## src/rtl/aeskx_pkg.sv

```systemverilog
`timescale 1ns / 1ps
// ----------------------------------------------------------------------------
// aeskx_pkg: shared types and tables for the AES key expansion block
// Key size codes, queue item layout, back-end states, S-box and round
// constants.
// ----------------------------------------------------------------------------
package aeskx_pkg;

    // key size codes; the unused code runs as a 256-bit key
    localparam logic [1:0] KX_MODE_128 = 2'd0;
    localparam logic [1:0] KX_MODE_192 = 2'd1;
    localparam logic [1:0] KX_MODE_256 = 2'd2;

    localparam int KX_WORD_W  = 32;
    localparam int KX_IDX_W   = 6;
    localparam int KX_POS_W   = 3;
    localparam int KX_WIN_D   = 8;
    localparam int KX_RCON_W  = 4;

    // item queue between front and back
    localparam int KX_QDEPTH  = 2;
    localparam int KX_QPTR_W  = $clog2(KX_QDEPTH);
    localparam int KX_QCNT_W  = $clog2(KX_QDEPTH + 1);

    // classified key word handed from front to back
    typedef struct packed {
        logic [KX_WORD_W-1:0] word;
        logic [KX_POS_W-1:0]  pos;
        logic                 last_key;
        logic [1:0]           mode;
    } t_kx_item;

    typedef enum logic {
        BK_IDLE,
        BK_EXPAND
    } t_back_state;

    localparam logic [7:0] SBOX [256] = '{
        8'h63,8'h7c,8'h77,8'h7b,8'hf2,8'h6b,8'h6f,8'hc5,8'h30,8'h01,8'h67,8'h2b,8'hfe,8'hd7,8'hab,8'h76,
        8'hca,8'h82,8'hc9,8'h7d,8'hfa,8'h59,8'h47,8'hf0,8'had,8'hd4,8'ha2,8'haf,8'h9c,8'ha4,8'h72,8'hc0,
        8'hb7,8'hfd,8'h93,8'h26,8'h36,8'h3f,8'hf7,8'hcc,8'h34,8'ha5,8'he5,8'hf1,8'h71,8'hd8,8'h31,8'h15,
        8'h04,8'hc7,8'h23,8'hc3,8'h18,8'h96,8'h05,8'h9a,8'h07,8'h12,8'h80,8'he2,8'heb,8'h27,8'hb2,8'h75,
        8'h09,8'h83,8'h2c,8'h1a,8'h1b,8'h6e,8'h5a,8'ha0,8'h52,8'h3b,8'hd6,8'hb3,8'h29,8'he3,8'h2f,8'h84,
        8'h53,8'hd1,8'h00,8'hed,8'h20,8'hfc,8'hb1,8'h5b,8'h6a,8'hcb,8'hbe,8'h39,8'h4a,8'h4c,8'h58,8'hcf,
        8'hd0,8'hef,8'haa,8'hfb,8'h43,8'h4d,8'h33,8'h85,8'h45,8'hf9,8'h02,8'h7f,8'h50,8'h3c,8'h9f,8'ha8,
        8'h51,8'ha3,8'h40,8'h8f,8'h92,8'h9d,8'h38,8'hf5,8'hbc,8'hb6,8'hda,8'h21,8'h10,8'hff,8'hf3,8'hd2,
        8'hcd,8'h0c,8'h13,8'hec,8'h5f,8'h97,8'h44,8'h17,8'hc4,8'ha7,8'h7e,8'h3d,8'h64,8'h5d,8'h19,8'h73,
        8'h60,8'h81,8'h4f,8'hdc,8'h22,8'h2a,8'h90,8'h88,8'h46,8'hee,8'hb8,8'h14,8'hde,8'h5e,8'h0b,8'hdb,
        8'he0,8'h32,8'h3a,8'h0a,8'h49,8'h06,8'h24,8'h5c,8'hc2,8'hd3,8'hac,8'h62,8'h91,8'h95,8'he4,8'h79,
        8'he7,8'hc8,8'h37,8'h6d,8'h8d,8'hd5,8'h4e,8'ha9,8'h6c,8'h56,8'hf4,8'hea,8'h65,8'h7a,8'hae,8'h08,
        8'hba,8'h78,8'h25,8'h2e,8'h1c,8'ha6,8'hb4,8'hc6,8'he8,8'hdd,8'h74,8'h1f,8'h4b,8'hbd,8'h8b,8'h8a,
        8'h70,8'h3e,8'hb5,8'h66,8'h48,8'h03,8'hf6,8'h0e,8'h61,8'h35,8'h57,8'hb9,8'h86,8'hc1,8'h1d,8'h9e,
        8'he1,8'hf8,8'h98,8'h11,8'h69,8'hd9,8'h8e,8'h94,8'h9b,8'h1e,8'h87,8'he9,8'hce,8'h55,8'h28,8'hdf,
        8'h8c,8'ha1,8'h89,8'h0d,8'hbf,8'he6,8'h42,8'h68,8'h41,8'h99,8'h2d,8'h0f,8'hb0,8'h54,8'hbb,8'h16
    };

    localparam logic [7:0] RCON [16] = '{
        8'h00,8'h01,8'h02,8'h04,8'h08,8'h10,8'h20,8'h40,
        8'h80,8'h1b,8'h36,8'h00,8'h00,8'h00,8'h00,8'h00
    };

    // key length minus one, in words
    function automatic logic [KX_POS_W-1:0] kx_nk_m1(input logic [1:0] mode);
        logic [KX_POS_W-1:0] v;
        unique case (mode)
            KX_MODE_128: v = 3'd3;
            KX_MODE_192: v = 3'd5;
            default:     v = 3'd7;
        endcase
        return v;
    endfunction

    // index of the final schedule word: 4*(Nk+7)-1
    function automatic logic [KX_IDX_W-1:0] kx_last_idx(input logic [1:0] mode);
        logic [KX_IDX_W-1:0] v;
        unique case (mode)
            KX_MODE_128: v = 6'd43;
            KX_MODE_192: v = 6'd51;
            default:     v = 6'd59;
        endcase
        return v;
    endfunction

    function automatic logic [KX_WORD_W-1:0] kx_sub_word(input logic [KX_WORD_W-1:0] w);
        return {SBOX[w[31:24]], SBOX[w[23:16]], SBOX[w[15:8]], SBOX[w[7:0]]};
    endfunction

endpackage

```

## src/rtl/aeskx_queue.sv

```systemverilog
`timescale 1ns / 1ps
// ----------------------------------------------------------------------------
// aeskx_queue: short item queue between front and back
// Register-based FIFO of classified key words; lets the front keep taking
// key words while the back runs an expansion.
// ----------------------------------------------------------------------------
module aeskx_queue
    import aeskx_pkg::*;
(
    input  logic     i_clk,
    input  logic     i_rst_n,
    input  logic     i_push,
    input  t_kx_item i_item,
    output logic     o_full,
    output logic     o_valid,
    output t_kx_item o_item,
    input  logic     i_pop
);

    t_kx_item               r_mem [KX_QDEPTH];
    logic [KX_QPTR_W-1:0]   r_wr_ptr;
    logic [KX_QPTR_W-1:0]   r_rd_ptr;
    logic [KX_QCNT_W-1:0]   r_count;
    logic [KX_QPTR_W-1:0]   n_wr_ptr;
    logic [KX_QPTR_W-1:0]   n_rd_ptr;

    assign o_full  = (r_count == KX_QCNT_W'(KX_QDEPTH));
    assign o_valid = (r_count != '0);
    assign o_item  = r_mem[r_rd_ptr];

    // pointer wrap
    always_comb begin
        n_wr_ptr = (r_wr_ptr == KX_QPTR_W'(KX_QDEPTH - 1)) ? '0 : r_wr_ptr + 1'b1;
        n_rd_ptr = (r_rd_ptr == KX_QPTR_W'(KX_QDEPTH - 1)) ? '0 : r_rd_ptr + 1'b1;
    end

    // storage
    always_ff @(posedge i_clk) begin
        if (i_push) begin
            r_mem[r_wr_ptr] <= i_item;
        end
    end

    // control
    always_ff @(posedge i_clk) begin
        if (!i_rst_n) begin
            r_wr_ptr <= '0;
            r_rd_ptr <= '0;
            r_count  <= '0;
        end else begin
            if (i_push) begin
                r_wr_ptr <= n_wr_ptr;
            end
            if (i_pop) begin
                r_rd_ptr <= n_rd_ptr;
            end
            if (i_push && !i_pop) begin
                r_count <= r_count + 1'b1;
            end else if (!i_push && i_pop) begin
                r_count <= r_count - 1'b1;
            end
        end
    end

    a_no_overflow: assert property (@(posedge i_clk) disable iff (!i_rst_n)
        !(i_push && o_full))
        else $error("queue push while full");

    a_no_underflow: assert property (@(posedge i_clk) disable iff (!i_rst_n)
        !(i_pop && !o_valid))
        else $error("queue pop while empty");

endmodule

```

## src/rtl/aeskx_front.sv

```systemverilog
`timescale 1ns / 1ps
// ----------------------------------------------------------------------------
// aeskx_front: key word intake and classification
// Holds the key size register and the loaded-word count, tags each key
// word with its position and whether it completes the key.
// ----------------------------------------------------------------------------
module aeskx_front
    import aeskx_pkg::*;
(
    input  logic                 i_clk,
    input  logic                 i_rst_n,
    input  logic                 i_cfg_valid,
    output logic                 o_cfg_ready,
    input  logic [1:0]           i_cfg_data,
    input  logic                 s_axis_tvalid,
    output logic                 s_axis_tready,
    input  logic [KX_WORD_W-1:0] s_axis_tdata,
    input  logic                 i_q_full,
    output logic                 o_q_push,
    output t_kx_item             o_q_item
);

    logic [1:0]          r_mode;
    logic [KX_POS_W-1:0] r_loaded;
    logic                w_last_key;

    assign o_cfg_ready   = 1'b1;
    assign s_axis_tready = !i_q_full;
    assign o_q_push      = s_axis_tvalid && !i_q_full;

    // classify the incoming word
    assign w_last_key = (r_loaded == kx_nk_m1(r_mode));

    always_comb begin
        o_q_item.word     = s_axis_tdata;
        o_q_item.pos      = r_loaded;
        o_q_item.last_key = w_last_key;
        o_q_item.mode     = r_mode;
    end

    // mode register and loaded-word count
    always_ff @(posedge i_clk) begin
        if (!i_rst_n) begin
            r_mode   <= KX_MODE_256;
            r_loaded <= '0;
        end else if (i_cfg_valid) begin
            r_mode   <= i_cfg_data;
            r_loaded <= '0;
        end else if (o_q_push) begin
            r_loaded <= w_last_key ? '0 : r_loaded + 1'b1;
        end
    end

endmodule

```

## src/rtl/aeskx_back.sv

```systemverilog
`timescale 1ns / 1ps
// ----------------------------------------------------------------------------
// aeskx_back: key window and schedule generator
// Echoes each key word, then after the last key word produces the rest of
// the schedule one word per cycle, while m_axis_tready allows, into an output register.
// ----------------------------------------------------------------------------
module aeskx_back
    import aeskx_pkg::*;
(
    input  logic                 i_clk,
    input  logic                 i_rst_n,
    input  logic                 i_q_valid,
    input  t_kx_item             i_q_item,
    output logic                 o_q_pop,
    output logic                 m_axis_tvalid,
    input  logic                 m_axis_tready,
    output logic [KX_WORD_W-1:0] o_word,
    output logic [KX_IDX_W-1:0]  o_idx,
    output logic                 o_last
);

    t_back_state          r_state;
    t_back_state          n_state;
    logic [KX_WORD_W-1:0] r_window [KX_WIN_D];
    logic [KX_WORD_W-1:0] r_prev;
    logic [KX_IDX_W-1:0]  r_idx;
    logic [KX_POS_W-1:0]  r_r;
    logic [KX_RCON_W-1:0] r_rc;
    logic [1:0]           r_mode;
    logic                 r_out_valid;
    logic [KX_WORD_W-1:0] r_out_word;
    logic [KX_IDX_W-1:0]  r_out_idx;
    logic                 r_out_last;

    logic                 w_can_load;
    logic                 w_load;
    logic                 w_win_we;
    logic [KX_POS_W-1:0]  w_win_addr;
    logic [KX_WORD_W-1:0] n_word;
    logic [KX_IDX_W-1:0]  n_idx;
    logic                 n_last;
    logic [KX_WORD_W-1:0] w_t;
    logic                 w_sched_end;

    assign m_axis_tvalid = r_out_valid;
    assign o_word        = r_out_word;
    assign o_idx         = r_out_idx;
    assign o_last        = r_out_last;
    assign w_can_load    = !r_out_valid || m_axis_tready;
    assign w_sched_end   = (r_idx == kx_last_idx(r_mode));

    // recurrence for the next schedule word
    always_comb begin
        w_t = r_prev;
        if (r_r == '0) begin
            w_t = kx_sub_word({r_prev[23:0], r_prev[31:24]})
                  ^ {RCON[r_rc], 24'd0};
        end else if (kx_nk_m1(r_mode) == 3'd7 && r_r == 3'd4) begin
            w_t = kx_sub_word(r_prev);
        end
        w_t = w_t ^ r_window[r_r];
    end

    // next state
    always_comb begin
        n_state = r_state;
        unique case (r_state)
            BK_IDLE: begin
                if (i_q_valid && w_can_load && i_q_item.last_key) begin
                    n_state = BK_EXPAND;
                end
            end
            BK_EXPAND: begin
                if (w_can_load && w_sched_end) begin
                    n_state = BK_IDLE;
                end
            end
            default: n_state = BK_IDLE;
        endcase
    end

    // outputs of the sequencer
    always_comb begin
        o_q_pop    = 1'b0;
        w_load     = 1'b0;
        w_win_we   = 1'b0;
        w_win_addr = r_r;
        n_word     = w_t;
        n_idx      = r_idx;
        n_last     = 1'b0;
        unique case (r_state)
            BK_IDLE: begin
                if (i_q_valid && w_can_load) begin
                    o_q_pop    = 1'b1;
                    w_load     = 1'b1;
                    w_win_we   = 1'b1;
                    w_win_addr = i_q_item.pos;
                    n_word     = i_q_item.word;
                    n_idx      = KX_IDX_W'(i_q_item.pos);
                end
            end
            BK_EXPAND: begin
                if (w_can_load) begin
                    w_load   = 1'b1;
                    w_win_we = 1'b1;
                    n_last   = w_sched_end;
                end
            end
            default: ;
        endcase
    end

    // key window and output payload
    always_ff @(posedge i_clk) begin
        if (w_win_we) begin
            r_window[w_win_addr] <= n_word;
        end
        if (w_load) begin
            r_out_word <= n_word;
            r_out_idx  <= n_idx;
            r_out_last <= n_last;
            r_prev     <= n_word;
        end
    end

    // sequencer and output valid
    always_ff @(posedge i_clk) begin
        if (!i_rst_n) begin
            r_state     <= BK_IDLE;
            r_out_valid <= 1'b0;
            r_idx       <= '0;
            r_r         <= '0;
            r_rc        <= '0;
            r_mode      <= KX_MODE_256;
        end else begin
            r_state <= n_state;
            if (w_load) begin
                r_out_valid <= 1'b1;
            end else if (m_axis_tready) begin
                r_out_valid <= 1'b0;
            end
            if (r_state == BK_IDLE && o_q_pop) begin
                r_mode <= i_q_item.mode;
                r_idx  <= KX_IDX_W'(kx_nk_m1(i_q_item.mode)) + 1'b1;
                r_r    <= '0;
                r_rc   <= KX_RCON_W'(1);
            end else if (r_state == BK_EXPAND && w_load) begin
                r_idx <= r_idx + 1'b1;
                if (r_r == kx_nk_m1(r_mode)) begin
                    r_r  <= '0;
                    r_rc <= r_rc + 1'b1;
                end else begin
                    r_r <= r_r + 1'b1;
                end
            end
        end
    end

    a_expand_pos: assert property (@(posedge i_clk) disable iff (!i_rst_n)
        r_state == BK_EXPAND |-> (r_r <= kx_nk_m1(r_mode) && r_idx <= kx_last_idx(r_mode)))
        else $error("expansion position out of range");

    a_last_ends: assert property (@(posedge i_clk) disable iff (!i_rst_n)
        (r_out_valid && r_out_last) |-> r_state == BK_IDLE)
        else $error("last word shown while expansion still running");

    a_no_pop_expand: assert property (@(posedge i_clk) disable iff (!i_rst_n)
        r_state == BK_EXPAND |-> !o_q_pop)
        else $error("queue popped during expansion");

endmodule

```

## src/rtl/aes_key_expansion_top.sv

```systemverilog
`timescale 1ns / 1ps
// ----------------------------------------------------------------------------
// aes_key_expansion_top: AES-128/192/256 key schedule
// Usage:
//  - Write the key size code on the cfg channel (0 = 128, 1 = 192,
//    2 or 3 = 256 bit) while the block is idle; a write restarts key loading.
//    o_cfg_ready is always high. Reset selects 256-bit keys.
//  - Send cipher key words on s_axis, byte 0 in bits 31..24; 4, 6 or 8 words
//    make one key. Each item is echoed on m_axis as a round-key word.
//  - After the last key word the remaining 40, 46 or 52 schedule words follow
//    at one per cycle while not stalled; m_axis_tlast marks word 43, 51 or 59.
//  - Path: with the back end idle, an accepted key word goes into a queue entry
//    and then into the output register, from which m_axis shows it.
//  - Throughput: one schedule word per cycle while m_axis_tready allows,
//    limited by the single generator stage; a full key gives 4*(Nk+7)
//    output words, i.e. 44, 52 or 60.
//  - A two-entry queue lets s_axis take the next key words during an
//    expansion; s_axis_tready drops when that queue is full.
//  - When m_axis_tready is low the output register holds and the generator
//    waits; no word is dropped.
//  - Reset (i_rst_n low, synchronous) empties the queue and output register.
// ----------------------------------------------------------------------------
module aes_key_expansion_top
    import aeskx_pkg::*;
(
    input  logic        i_clk,
    input  logic        i_rst_n,
    // configuration: key size code
    input  logic        i_cfg_valid,
    output logic        o_cfg_ready,
    input  logic [1:0]  i_cfg_data,
    // key words in; tdata[31:0] = key_word
    input  logic        s_axis_tvalid,
    output logic        s_axis_tready,
    input  logic [31:0] s_axis_tdata,
    // schedule words out; tdata[31:0] = round_key_word, [37:32] = word_index,
    // [39:38] = zero; tlast = last_word
    output logic        m_axis_tvalid,
    input  logic        m_axis_tready,
    output logic [39:0] m_axis_tdata,
    output logic        m_axis_tlast
);

    logic                 w_q_push;
    logic                 w_q_full;
    logic                 w_q_valid;
    logic                 w_q_pop;
    t_kx_item             w_push_item;
    t_kx_item             w_pop_item;
    logic [KX_WORD_W-1:0] w_word;
    logic [KX_IDX_W-1:0]  w_idx;

    aeskx_front u_front (
        .i_clk         (i_clk),
        .i_rst_n       (i_rst_n),
        .i_cfg_valid   (i_cfg_valid),
        .o_cfg_ready   (o_cfg_ready),
        .i_cfg_data    (i_cfg_data),
        .s_axis_tvalid (s_axis_tvalid),
        .s_axis_tready (s_axis_tready),
        .s_axis_tdata  (s_axis_tdata),
        .i_q_full      (w_q_full),
        .o_q_push      (w_q_push),
        .o_q_item      (w_push_item)
    );

    aeskx_queue u_queue (
        .i_clk   (i_clk),
        .i_rst_n (i_rst_n),
        .i_push  (w_q_push),
        .i_item  (w_push_item),
        .o_full  (w_q_full),
        .o_valid (w_q_valid),
        .o_item  (w_pop_item),
        .i_pop   (w_q_pop)
    );

    aeskx_back u_back (
        .i_clk         (i_clk),
        .i_rst_n       (i_rst_n),
        .i_q_valid     (w_q_valid),
        .i_q_item      (w_pop_item),
        .o_q_pop       (w_q_pop),
        .m_axis_tvalid (m_axis_tvalid),
        .m_axis_tready (m_axis_tready),
        .o_word        (w_word),
        .o_idx         (w_idx),
        .o_last        (m_axis_tlast)
    );

    // pack output fields, highest first
    assign m_axis_tdata = {2'b00, w_idx, w_word};

endmodule

```

## config.mk

```make
export PLATFORM = sky130hd
export DESIGN_NAME = aes_key_expansion_top
export DESIGN_NICKNAME = d
export VERILOG_FILES = /design/src/rtl/aeskx_pkg.sv /design/src/rtl/aeskx_queue.sv /design/src/rtl/aeskx_front.sv /design/src/rtl/aeskx_back.sv /design/src/rtl/aes_key_expansion_top.sv
export SDC_FILE = /design/constraint.sdc
export NUM_CORES = 1
export LEC_CHECK = 0
export BUFFER_PORTS_ARGS = -buffer_cell sky130_fd_sc_hd__buf_2
export CAP_MARGIN = 20
export CELL_PAD_IN_SITES_DETAIL_PLACEMENT = 0
export CELL_PAD_IN_SITES_GLOBAL_PLACEMENT = 2
export CORE_MARGIN = 1.5
export CORE_UTILIZATION = 40
export DETAILED_ROUTE_END_ITERATION = 8
export PLACE_DENSITY_LB_ADDON = 0.1
export SLEW_MARGIN = 0
export SYNTH_ARGS = -nofsm -noshare
export SYNTH_HDL_FRONTEND = slang
export SYNTH_SLANG_ARGS = --single-unit
export TNS_END_PERCENT = 5
```

## constraint.sdc

```tcl
create_clock -name i_clk -period 7.4 [get_ports i_clk]
set_input_delay 1.11 -clock i_clk [delete_from_list [all_inputs] [get_ports i_clk]]
set_output_delay 1.11 -clock i_clk [all_outputs]
set_load 0.03 [all_outputs]
```

After elaboration in Yosys (flattened, before gate mapping)
Memories as Yosys holds them, arrays and structs flattened. A register that Yosys moved wholly into a read port is not among the register bits.
Cells that the tools add are included.
{"block": "op_classes", "n_addsub": 9, "magnitude_cmp": 5, "n_eq_ne": 9, "n_mux": 56, "bitwise_logic": 9, "n_reduce_logical": 28}
{"operator": "$mux 32", "count": 4}
{"operator": "$mux 8", "count": 10}
{"operator": "$xor 32x32->32", "count": 2}
{"operator": "$ge 9x9->1 const B", "count": 4}
{"operator": "$mux 3", "count": 12}
{"operator": "$not 8->9", "count": 4}
{"operator": "$mux 6", "count": 4}
{"operator": "$mux 1", "count": 18}
{"operator": "$pmux 3 s2", "count": 3}
{"operator": "$pmux 5 s2", "count": 1}
{"operator": "$reduce_bool 2->1", "count": 5}
{"operator": "$logic_and 1x1->1", "count": 9}
{"operator": "$add 3x1->3 const B", "count": 2}
{"operator": "$add 6x1->6 const B", "count": 1}
{"operator": "$eq 2x1->1 const B", "count": 3}
{"operator": "$eq 3x3->1", "count": 2}
{"operator": "$eq 3x3->1 const B", "count": 2}
{"operator": "$eq 6x6->1", "count": 1}
{"operator": "$logic_not 2->1", "count": 3}
{"operator": "$reduce_and 2->1", "count": 3}
{"operator": "$ge 5x5->1 const B", "count": 1}
{"operator": "$not 4->5", "count": 1}
{"operator": "$add 3x1->4 const B", "count": 1}
{"operator": "$add 4x1->4 const B", "count": 1}
{"operator": "other kinds (11)", "count": 19}
{"block": "word_totals", "ff_bits": 65, "mem_bits_rw": 332, "rom_bits": 8320, "inputBits": 39, "out_inout_bits": 44, "elab_cells": 138, "n_memories": 7}
{"name": "(name not given)", "words": 256, "word_bits": 8, "read_ports": 1, "rd_clocked_by_memory_dff": 0, "wr": 0, "line": "aeskx_pkg.sv:85", "source": "return {SBOX[w[31:24]], SBOX[w[23:16]], SBOX[w[15:8]], SBOX[w[7:0]]};"}
{"name": "(name not given)", "words": 256, "word_bits": 8, "read_ports": 1, "rd_clocked_by_memory_dff": 0, "wr": 0, "line": "aeskx_pkg.sv:85"}
{"name": "(name not given)", "words": 256, "word_bits": 8, "read_ports": 1, "rd_clocked_by_memory_dff": 0, "wr": 0, "line": "aeskx_pkg.sv:85"}
{"name": "(name not given)", "words": 256, "word_bits": 8, "read_ports": 1, "rd_clocked_by_memory_dff": 0, "wr": 0, "line": "aeskx_pkg.sv:85"}
{"name": "u_back.r_window", "words": 8, "word_bits": 32, "read_ports": 1, "rd_clocked_by_memory_dff": 1, "wr": 1, "line": "aeskx_back.sv:24", "source": "logic [KX_WORD_W-1:0] r_window [KX_WIN_D];"}
{"name": "(name not given)", "words": 16, "word_bits": 8, "read_ports": 1, "rd_clocked_by_memory_dff": 0, "wr": 0, "line": "aeskx_back.sv:57", "source": "^ {RCON[r_rc], 24'd0};"}
{"name": "+1 memories"}

Longest topological paths before layout
{"block": "logic_depth", "ltp_word": 13, "mapped_depth": 15, "depth_no_buf": 10}

By module
A second synthesis with hierarchy kept.
{"block": "hier_totals", "hier_cells": 3215, "hier_area_um2": 31275.0}
{"module": "aeskx_back", "instances": 1, "cells_each": 3005, "area_each_um2": 27737.9, "seq_area_each_um2": 9258.9}
{"module": "aeskx_queue", "instances": 1, "cells_each": 140, "area_each_um2": 2966.6, "seq_area_each_um2": 2382.3}
{"module": "aeskx_front", "instances": 1, "cells_each": 67, "area_each_um2": 551.8, "seq_area_each_um2": 100.1}
{"module": "aes_key_expansion_top", "instances": 1, "cells_each": 3, "area_each_um2": 18.8, "seq_area_each_um2": 0.0}

Least setup slack after synthesis
No wires, ideal clock.
{"block": "synth_timing", "path_kind": "input-to-reg", "start": "input port m_axis_tready", "end": "memory u_back.r_window[7][0], enable pin", "setup_time_ps": 461, "arrival_ps": 4523, "t_required_ps": 6939, "path_slack_ps": 2416, "path_stages": 6, "path_buffers": 2, "cell_sequence": "nor2b_1 -> nor3_1 -> clkbuf_1 -> buf_1 -> a22oi_1 -> nor3_1"}
{"block": "synth_between", "elab_chain_len": 6, "word_cells_on_any_way": 9, "cone_classes": "mux: 7; reduce/logical: 2"}
{"element": "start, declared", "line": "aes_key_expansion_top.sv:39", "source": "input logic m_axis_tready,"}
{"element": "$logic_or 1x1->1 *", "line": "aeskx_back.sv:49", "source": "assign w_can_load = !r_out_valid || m_axis_tready;"}
{"element": "$logic_and 1x1->1", "line": "aeskx_back.sv:93", "source": "if (i_q_valid && w_can_load) begin"}
{"element": "$mux 1", "line": "aeskx_back.sv:93"}
{"element": "$pmux 1 s2", "line": "aeskx_back.sv:91", "source": "unique case (r_state)"}
{"element": "$mux 1", "line": "aeskx_back.sv:115", "source": "if (w_win_we) begin"}
{"element": "$mux 1 (implied by the code)", "line": "aeskx_back.sv:116", "source": "r_window[w_win_addr] <= n_word;"}
{"element": "end, declared", "line": "aeskx_back.sv:24"}
Every way passes the cells marked *; elsewhere a longest branch is shown, timed or not.

Final worst setup path
{"block": "layout_timing", "start": "register u_back.r_prev[9]", "end": "memory u_back.r_window[2][10] (data pin)"}
{"block": "layout_between", "elab_chain_len": 9}
{"element": "start, declared", "line": "aeskx_back.sv:25", "source": "logic [KX_WORD_W-1:0] r_prev;"}
{"element": "start signal, assigned", "line": "aeskx_back.sv:122", "source": "r_prev <= n_word;"}
{"element": "$not 8->9 (implied by the code) *", "line": "aeskx_pkg.sv:85"}
{"element": "$mem_v2 256x8 *"}
{"element": "$mux 8 (implied by the code) * (2 in series)", "line": "aeskx_pkg.sv:85"}
{"element": "$mux 32 *", "line": "aeskx_back.sv:58", "source": "end else if (kx_nk_m1(r_mode) == 3'd7 && r_r == 3'd4) begin"}
{"element": "$mux 32 *", "line": "aeskx_back.sv:55", "source": "if (r_r == '0) begin"}
{"element": "$xor 32x32->32 *", "line": "aeskx_back.sv:61", "source": "w_t = w_t ^ r_window[r_r];"}
{"element": "$mux 32", "line": "aeskx_back.sv:93"}
{"element": "$mux 32 *", "line": "aeskx_back.sv:91"}
{"element": "via u_back.n_word[10]", "line": "aeskx_back.sv:39", "source": "logic [KX_WORD_W-1:0] n_word;"}
Mark *: on every way through the listed nets, which the timed path passes. The rest lies on a longest branch. The select of a mux whose other input is x is not followed.

==> summary.txt <==
Timing
  – Final hold viol count: 0
  – Post-route clock skew: 0.03158 ns
  – Fin crit period: 5.528 ns
  – Worst-Margin Slew: 1.071 ns
  – Setup-failing EPs final: 0
  – RSZ-0062 raised after global routing: no
  – F_max: 180.9 MHz
  – Fin crit share: 0.7470
  – WHS: 0.5200 ns
  – Rel. slew slack: 0.2816
  – TNS Setup: 0 ns
  – Final Slew Violations: 0

Critical path
  – CP max-delay cell: edfxtp_1
  – Buf/Inv on CP: 1
  – Arr. time, crit path: 5.72 ns
  – Crit path kind: flip-flop to flip-flop
  – CP Cell Sequence: inv_1, ha_1, nor2_1, a211oi_1, a2111oi_0, nor4_1, o41ai_2, nor3_1, mux2_2, a221oi_1
  – Crit path required time: 7.59 ns
  – CP max stage delay: 0.89 ns
  – Worst setup EP type: flip-flop
  – Startpoint Class: flip-flop
  – CP top delay family: compound AO/OA/AOI/OAI gates
  – Largest fanout on the critical path: 24

Placed design
  – Placed Area: 31530 um2
  – Hpwl dp: 82380 um
  – Number of port buffers: 79
  – GP Congestion: 0.9765

Die
  – Initial cell density of the core: 0.4037
  – Core Area: 75950 um2
  – Row cnt: 101
  – Die Y-Extent: 279.9 um
  – Die Span X: 279.9 um
  – I/O Pins: 83
  – Total die area: 78330 um2

Global routing
  – Vias in the first global route: 26870
  – Initial antenna violation count: 2
  – First-pass GRT wire length: 182500 um
  – Largest net degree at the start of global routing: 135
  – Grt ovf: 0
  – GRT Util Overall: 0.3077

Clocking
  – Clock transition at path regs: 0.06 ns
  – Hold buffer count at CTS: 0
  – Num Clock Sinks: 401
  – H-tree depth: 2
  – CTS tree: built
  – Post-cts resize count: 0
  – Clk_lat worst skew: 0.56 ns
  – Buffer levels on the longest clock path: 3
  – Setup Fix Bufs, Post-CTS: 0
  – Root buffer cell: clkbuf_16
  – Inserted Clock Buffers: 42

Drt
  – Post-route DRC: 0
  – Initial DRT Pass Iterations: 6
  – Drt total wl: 123400 um
  – Vias: 28040
  – Initial drt markers: 4235
  – Drt via density: 6.841
  – Post-route ant nets: 0
  – Routed WL per cell: 30.11 um

Final layout
  – Share of cells above drive strength 1: 0.1395
  – Most common cell after layout, fill and taps aside: edfxtp_1
  – # diodes: 0
  – Layout Utilization: 0.4330
  – Nets: 3146
  – Area delta synth->final: 7.255%
  – Layout fillers: 7293
  – Final Instance Area: 32890 um2
  – Most frequent cells in the layout: edfxtp_1 (371), nor2_1 (216), nand2_1 (205)

Synthesis
  – Seq cells post-synth: 401
  – Area of the mapped netlist: 30660 um2
  – Synth cell types: 101
  – Async set-reset flop share out of synthesis: 0
  – Ys flop type: edfxtp_1
  – Post-synth EDFFs: 371
  – Ys Warns: 0
  – Syn avg cell area: 9.710 um2
  – Post-synthesis sequential area ratio: 0.3829
  – Post-synthesis cell count: 3158

Hold path
  – HP Class: flip-flop to flip-flop

Run
  – MaxCap Viol Count: 0

Run status
  – Status: completed
-- cell usage after synthesis, drive strengths merged (22+ instances only) --
| library cell | count | area (um2) |
|---|---|---|
| nand3 | 81 | 405.4 |
| nor3 | 101 | 505.5 |
| a21oi | 177 | 885.9 |
| inv | 49 | 183.9 |
| nor4 | 25 | 162.6 |
| a21o | 22 | 165.2 |
| a211oi | 57 | 427.9 |
| o211ai | 42 | 315.3 |
| a31oi | 56 | 350.3 |
| buf | 179 | 1007 |
| or2 | 25 | 156.4 |
| nand2b | 104 | 650.6 |
| o32ai | 22 | 192.7 |
| nor2b | 103 | 644.4 |
| dfxtp | 30 | 600.6 |
| o31ai | 39 | 297.8 |
| and2 | 44 | 275.3 |
| ha | 70 | 875.8 |
| nor2 | 225 | 849.6 |
| or3 | 26 | 162.7 |
| mux2i | 84 | 853.3 |
| a221oi | 22 | 192.7 |
| mux2 | 38 | 427.9 |
| clkbuf | 149 | 559.3 |
| mux4 | 102 | 2297 |
| edfxtp | 371 | 11140 |
| and3 | 28 | 175.2 |
| o311ai | 33 | 289.0 |
| o21ai | 198 | 990.9 |
| a311oi | 50 | 437.9 |
| nand2 | 207 | 782.0 |
-- stage by stage --
| step | std cells | worst slack [ns] |
|---|---|---|
| after floorplan | 3159 | 2.416 |
| after global placement | 4018 | 2.027 |
| after detailed placement | 4020 | 2.085 |
| after CTS | 4096 | 2.012 |
| after global routing | 4099 | 1.524 |
| final | 4099 | 1.872 |
-- final cells by class --
class / count / area [um2] / area share
clock inverter: 19 / 182.7 / 0.005554
timing repair buffer: 162 / 1084 / 0.03295
multi-input combinational: 2375 / 17230 / 0.5239
clock buffer: 57 / 1149 / 0.03492
tap: 1030 / 1289 / 0.03919
inverter: 55 / 206.4 / 0.006277
sequential: 401 / 11750 / 0.3572
-- worst reg2reg max path, stage by stage, from the launching register on --
cell	delay [ns]
edfxtp_1	0.89
inv_1	0.35
ha_1	0.68
nor2_1	0.48
a211oi_1	0.09
a2111oi_0	0.70
nor4_1	0.26
o41ai_2	0.52
nor3_1	0.09
mux2_2	0.28
a221oi_1	0.83
-- sequential cells by signal, summed over array words and instances, names as in the netlist, named ones only --
signal,count
u_back.m_axis_tvalid,1
u_back.o_idx,6
u_back.o_last,1
u_back.r_idx,6
u_back.r_mode,2
u_back.r_prev,32
u_back.r_r,3
u_back.r_rc,4
u_back.r_state,1
u_back.r_window,256
u_front.r_loaded,3
u_front.r_mode,2
u_queue.r_count,2
u_queue.r_mem,76
u_queue.r_rd_ptr,1
u_queue.r_wr_ptr,1
-- cells by family after synthesis --
group,synth area share
muxes,0.1167
adders and majority gates,0.02856
other,0.0002449
DFF,0.3829
buffers and inverters,0.05782
and+or+nand+nor,0.1771
AOI/OAI and AO/OA,0.2290
xor gates and xnor gates,0.007712
-- layer usage --
metal,GRT usage,part of all wire
met5,0,0
met3,0.04671,0.090
met2,0.4851,0.46
met1,0.4203,0.41
met4,0.1321,0.048
-- final timing paths --
check	start	cells after the start	slack, ns	end
max	u_back.r_prev[9]	10	1.87	u_back.r_window[2][10]
max reg2reg	u_back.r_prev[9]	10	1.87	u_back.r_window[2][10]
min	u_queue.r_count[1]	2	0.52	u_queue.r_count[1]
min reg2reg	u_queue.r_count[1]	2	0.52	u_queue.r_count[1]
Power is not shown: default switching activity piles up to over one toggle a cycle in this logic, so the estimate is an artifact.
